$ cat config.mk
export PLATFORM = sky130hd
export DESIGN_NAME = hbd_ctrl
export DESIGN_NICKNAME = d
export VERILOG_FILES = /design/src/rtl/hbd_pkg.sv /design/src/rtl/hbd_ctrl.sv
export SDC_FILE = /design/constraint.sdc
export NUM_CORES = 1
export LEC_CHECK = 0
export ABC_AREA = 1
export BUFFER_PORTS_ARGS = -buffer_cell sky130_fd_sc_hd__buf_4
export CORE_AREA = 10 10 47 49
export DETAILED_ROUTE_END_ITERATION = 7
export DIE_AREA = 0 0 57 59
export PLACE_DENSITY_LB_ADDON = 0.1
export SKIP_CTS_REPAIR_TIMING = 1
export SLEW_MARGIN = 40
export SYNTH_ARGS = -nofsm -noshare
export SYNTH_HDL_FRONTEND = slang
export SYNTH_SLANG_ARGS = --single-unit
$ cat constraint.sdc
create_clock -name clk_i -period 1.7 [get_ports clk_i]
set_input_delay 0.255 -clock clk_i [delete_from_list [all_inputs] [get_ports clk_i]]
set_output_delay 0.255 -clock clk_i [all_outputs]
set_load 0.02 [all_outputs]
$ cat src/rtl/hbd_pkg.sv
// shared types and constants of the huffman byte decoder
package hbd_pkg;

  localparam int NodeCount         = 255;
  localparam int NodeBits          = 8;
  localparam int ChildBits         = 9;
  localparam int EntryBits         = 2 * ChildBits;
  localparam int CodeBits          = 8;
  localparam int CntBits           = $clog2(CodeBits);
  localparam int LengthFieldBits   = 24;
  localparam int LengthBitsDefault = 24;
  localparam int OpBits            = 2;
  localparam int SymBits           = 8;

  localparam logic [NodeBits-1:0] RootNode = NodeBits'(254);
  localparam logic [NodeBits-1:0] NullNode = NodeBits'(255);

  // input tdata layout, lowest bit up
  localparam int NodeIdxLsb   = 0;
  localparam int ChildZeroLsb = NodeIdxLsb + NodeBits;
  localparam int ChildOneLsb  = ChildZeroLsb + ChildBits;
  localparam int LengthLsb    = ChildOneLsb + ChildBits;
  localparam int CodeByteLsb  = LengthLsb + LengthFieldBits;
  localparam int InFieldBits  = CodeByteLsb + CodeBits;
  localparam int InDataBits   = ((InFieldBits + 7) / 8) * 8;
  localparam int OutDataBits  = ((SymBits + 7) / 8) * 8;

  typedef enum logic [OpBits-1:0] {
    OP_WRITE_NODE = 2'd0,
    OP_START      = 2'd1,
    OP_CODE_BYTE  = 2'd2
  } op_e;

  // commands from the controller to the datapath
  typedef struct packed {
    logic node_wr;
    logic len_load;
    logic byte_load;
    logic rd_cur;
    logic rd_next;
    logic step;
    logic flush;
  } hbd_cmd_t;

  // status from the datapath to the controller
  typedef struct packed {
    logic sym_zero;
    logic is_leaf;
    logic last_bit;
    logic done_hit;
    logic pend_valid;
    logic out_can_load;
  } hbd_stat_t;

endpackage

$ cat src/rtl/hbd_ctrl.sv
// controller state machine of the huffman byte decoder
module hbd_ctrl import hbd_pkg::*; (
  input  logic                  clk_i,
  input  logic                  rst_ni,
  input  logic                  in_valid_i,
  input  logic [OpBits-1:0]     in_op_i,
  input  hbd_stat_t             stat_i,
  output logic                  in_ready_o,
  output hbd_cmd_t              cmd_o
);

  typedef enum logic [3:0] {
    ST_IDLE  = 4'b0001,
    ST_FETCH = 4'b0010,
    ST_STEP  = 4'b0100,
    ST_FLUSH = 4'b1000
  } state_e;

  state_e state_q, state_d;
  op_e    op;
  logic   stall;
  logic   byte_end;

  assign op       = op_e'(in_op_i);
  // a new symbol needs the pending slot, which needs the output register
  assign stall    = stat_i.is_leaf && stat_i.pend_valid && !stat_i.out_can_load;
  assign byte_end = stat_i.last_bit || (stat_i.is_leaf && stat_i.done_hit);

  always_comb begin
    state_d    = state_q;
    cmd_o      = '0;
    in_ready_o = 1'b0;
    unique case (state_q)
      ST_IDLE: begin
        in_ready_o = 1'b1;
        if (in_valid_i) begin
          case (op)
            OP_WRITE_NODE: cmd_o.node_wr = 1'b1;
            OP_START:      cmd_o.len_load = 1'b1;
            OP_CODE_BYTE: begin
              if (!stat_i.sym_zero) begin
                cmd_o.byte_load = 1'b1;
                state_d         = ST_FETCH;
              end
            end
            default: ;
          endcase
        end
      end
      ST_FETCH: begin
        cmd_o.rd_cur = 1'b1;
        state_d      = ST_STEP;
      end
      ST_STEP: begin
        if (!stall) begin
          cmd_o.step = 1'b1;
          if (byte_end) begin
            state_d = ST_FLUSH;
          end else begin
            cmd_o.rd_next = 1'b1;
          end
        end
      end
      ST_FLUSH: begin
        if (!stat_i.pend_valid) begin
          state_d = ST_IDLE;
        end else if (stat_i.out_can_load) begin
          cmd_o.flush = 1'b1;
          state_d     = ST_IDLE;
        end
      end
      default: state_d = ST_IDLE;
    endcase
  end

  always_ff @(posedge clk_i or negedge rst_ni) begin
    if (!rst_ni) begin
      state_q <= ST_IDLE;
    end else begin
      state_q <= state_d;
    end
  end

endmodule

# After elaboration in Yosys (flattened, before gate mapping)
# Index checks and enable logic that the tools add are counted.
# W data, S select, Z words.
# totals
reg_bits	4
inputBits	11
out_inout_bits	8
elab_cells	42
# classes
eq_ne	12
n_mux	22
reduce_logical	7
# op_table
op	n
$mux W4	7
$pmux W4 S4	1
$mux W1	10
$ne A2 B2 Y1 const B	4
$mux W3	2
$reduce_and A6 Y1	1
$eq A4 B1 Y1 const B	1
$eq A4 B2 Y1 const B	1
$eq A4 B3 Y1 const B	1
$eq A4 B4 Y1 const B	1
$mux W2	2
$logic_and A1 B1 Y1	3
$ne A3 B3 Y1 const B	1
$eq A2 B1 Y1 const B	1
$eq A2 B2 Y1 const B	1
$logic_not A2 Y1	1
$ne A2 B1 Y1 const B	1
$logic_not A1 Y1	1
$logic_or A1 B1 Y1	1

# Logic depth before layout (Yosys ltp)
# logic_depth
word_depth	5
depth_mapped	8

# Worst setup path after synthesis
# No wires, ideal clock.
# synth_path
path_kind	register -> output
start	register state_q[0]
end	output cmd_o[5] (netlist name)
arrival_time_ns	1.359
path_slack_ns	0.086
path_stages_with_launch	5
path_cell_list	dfstp_2 > inv_1 > nor2_2 > nand2_2 > nor4_1
# synth_rtl
element	line_no	rtl
start, declared	hbd_ctrl.sv:19	state_e state_q, state_d;
start signal, assigned	hbd_ctrl.sv:80	state_q <= state_d;
end, declared	hbd_ctrl.sv:9	output hbd_cmd_t cmd_o

==> metrics.txt <==
run status=finished clean; total wire length=901 um; Tightest Hold Check Type=input port to register; Inst Count DP=89; maximum fanout along the worst path=6; FF+latch count, synth=4; Critical R2R Launch=state_q[0]$_DFFE_PN1P_; pwr/cell area=871 nW/um^2; unrepaired setup endpoints after global routing=no; Max VDD drop=0.000291 V; H-Tree Depth=1; TritonRoute pass-1 iters=4; grt total ovfl=0; Final period util=93.3%; mapped cell area=328 sq um; worst slew pin tran=0.198 ns; commonest non-fill, non-tap cells in the layout=18 x buf_4, 15 x inv_1, 13 x nand2_1, 7 x nor2_1, 6 x nor2_2; Initial Util=23.4%; share of cells above drive strength 1=42.3%; largest reg by FF count=state_q; final non-filler cell total=94; Skew-Pair Late Insertion Delay=0.23 ns; largest net degree at the start of global routing=7; Vias=370; RD Place Congestion=0.669; DR vias/cell=3.94; Worst Clk Skew=0.00336 ns; max FFs per register=4; HPWL Detailed=774 um; CP Capture Type=primary output; io pins=19; Root Buffer=clkbuf_4; Tot GR Track Use=6.24%; crit path from=state_q[0]$_DFFE_PN1P_; DR WL/cell=9.59 um; Design Area, Final=537 sq um; Final ANT Viol Nets=0; register area share after synthesis=30.9%; final hold vios=0; Startpoint Class=register; top flop regs=state_q (4); Yosys warning count=0; Clk pin slew, worst setup/hold paths=0.04 ns; Core Area=1400 sq um; Longest Clk Path Bufs=2; fin nets=90; cells after synthesis=55; leading area contributor after synthesis=dfrtp_1; clk sink count=4; fmax=630 MHz; Die ar.=3360 sq um; minimum hold slack=0.338 ns; Pleak=0.326 nW; Worst Path Arrival=1.33 ns; leading cell type in the layout, fill and taps excluded=buf_4; Max transition margin=86.7%; endpoints failing setup=0; total negative slack=0 ns; Fillers=161; initial antenna violation count=0; row cnt=14; Placed Area=483 sq um; CTS Buf Count=3; Synth area leaders=dfrtp_1 23%, inv_1 17%, nand2_1 15%; Mapped Avg Cell Area=5.96 sq um; Yosys cell types=11; CP Data Required Time=1.44 ns; Synth top area share=22.9%; Final Max Slew Viols=0; syn nets=66; vias in the first global route=385; Final Critical Period=1.59 ns; Remaining DRCs=0; first-pass GRT wire length=1590 um; WS Path Type=register to primary output; area grow syn2layout=63.7%; max_cap viols=0; fin util=38.3%; Hold Startpoint=stat_i[5]; Detailed Route Iter0 Violations=4; n_diodes=0; DIE WIDTH=57 um; Die Height=59 um; TritonCTS clock tree=done; PortBufs=18
==> Yosys cell counts <==
cell type and instances:
nand2_2 2, inv_1 15, nor2_2 6, nand2_1 13, nand3_1 2, nor2_1 7
nor3_1 3, nor4_1 2, dfstp_2 1, dfrtp_1 3, a21o_1 1
==> per-stage QoR <==
step	setup WS, ns	power, mW
finish	0.114	0.467
global route	0.0212	0.508
CTS	0.0492	0.470
detailed placement	0.315	0.333
global placement	0.332	0.334
floorplan	0.0862	0.263
==> power breakdown <==
group	switching (mW)	internal (mW)	total [mW]
Combinational	0.127	0.0833	0.211
Clock	0.0404	0.0882	0.129
Sequential	0.00996	0.118	0.128
==> metal layers <==
layer	part of all wire, %	global-route usage [%]	up-vias
met5	0	0	-
met2	52	8.53	11
met3	5.3	2.15	0
li1	-	-	207
met4	0	8.05	0
met1	43	6.58	152
==> area by class of cell <==
cell class / instances / area, sq um / area share [%]
clock buffers: 4 / 26.3 / 4.90
inverters: 15 / 56.3 / 10.5
multi-input cells: 36 / 188 / 35.0
flip-flops and latches: 4 / 101 / 18.9
well taps: 16 / 20.0 / 3.73
repair buffers: 19 / 145 / 27.0
==> logic make-up (layout without fill, tap and decap cells) <==
kind of cell | after synthesis | in the layout | synth area share (%)
AO/OA/AOI/OAI | 1 | 1 | 2.29
buffers and inverters | 15 | 38 | 17.2
flip-flops | 4 | 4 | 30.9
AND/OR/NAND/NOR | 35 | 35 | 49.6
==> worst max-delay path, cell delays in order (launching register included) <==
cell,delay [ns]
dfstp_2,0.53
inv_1,0.05
nor2_2,0.08
nand2_2,0.11
nor4_2,0.15
buf_4,0.18
==> path summary, 6_finish.rpt <==
path	end	cells past startpoint	slack [ns]
hold reg to reg	state_q[2]$_DFFE_PN0P_	3	0.65
hold / removal	state_q[1]$_DFFE_PN0P_	4	0.34
setup / recovery	cmd_o[6]	5	0.11
min in group asynchronous	state_q[3]$_DFFE_PN0P_	2	0.35
max in group asynchronous	state_q[0]$_DFFE_PN1P_	2	1.15
setup reg to reg	state_q[3]$_DFFE_PN0P_	7	0.51
Power figures use the tool's default switching activity.
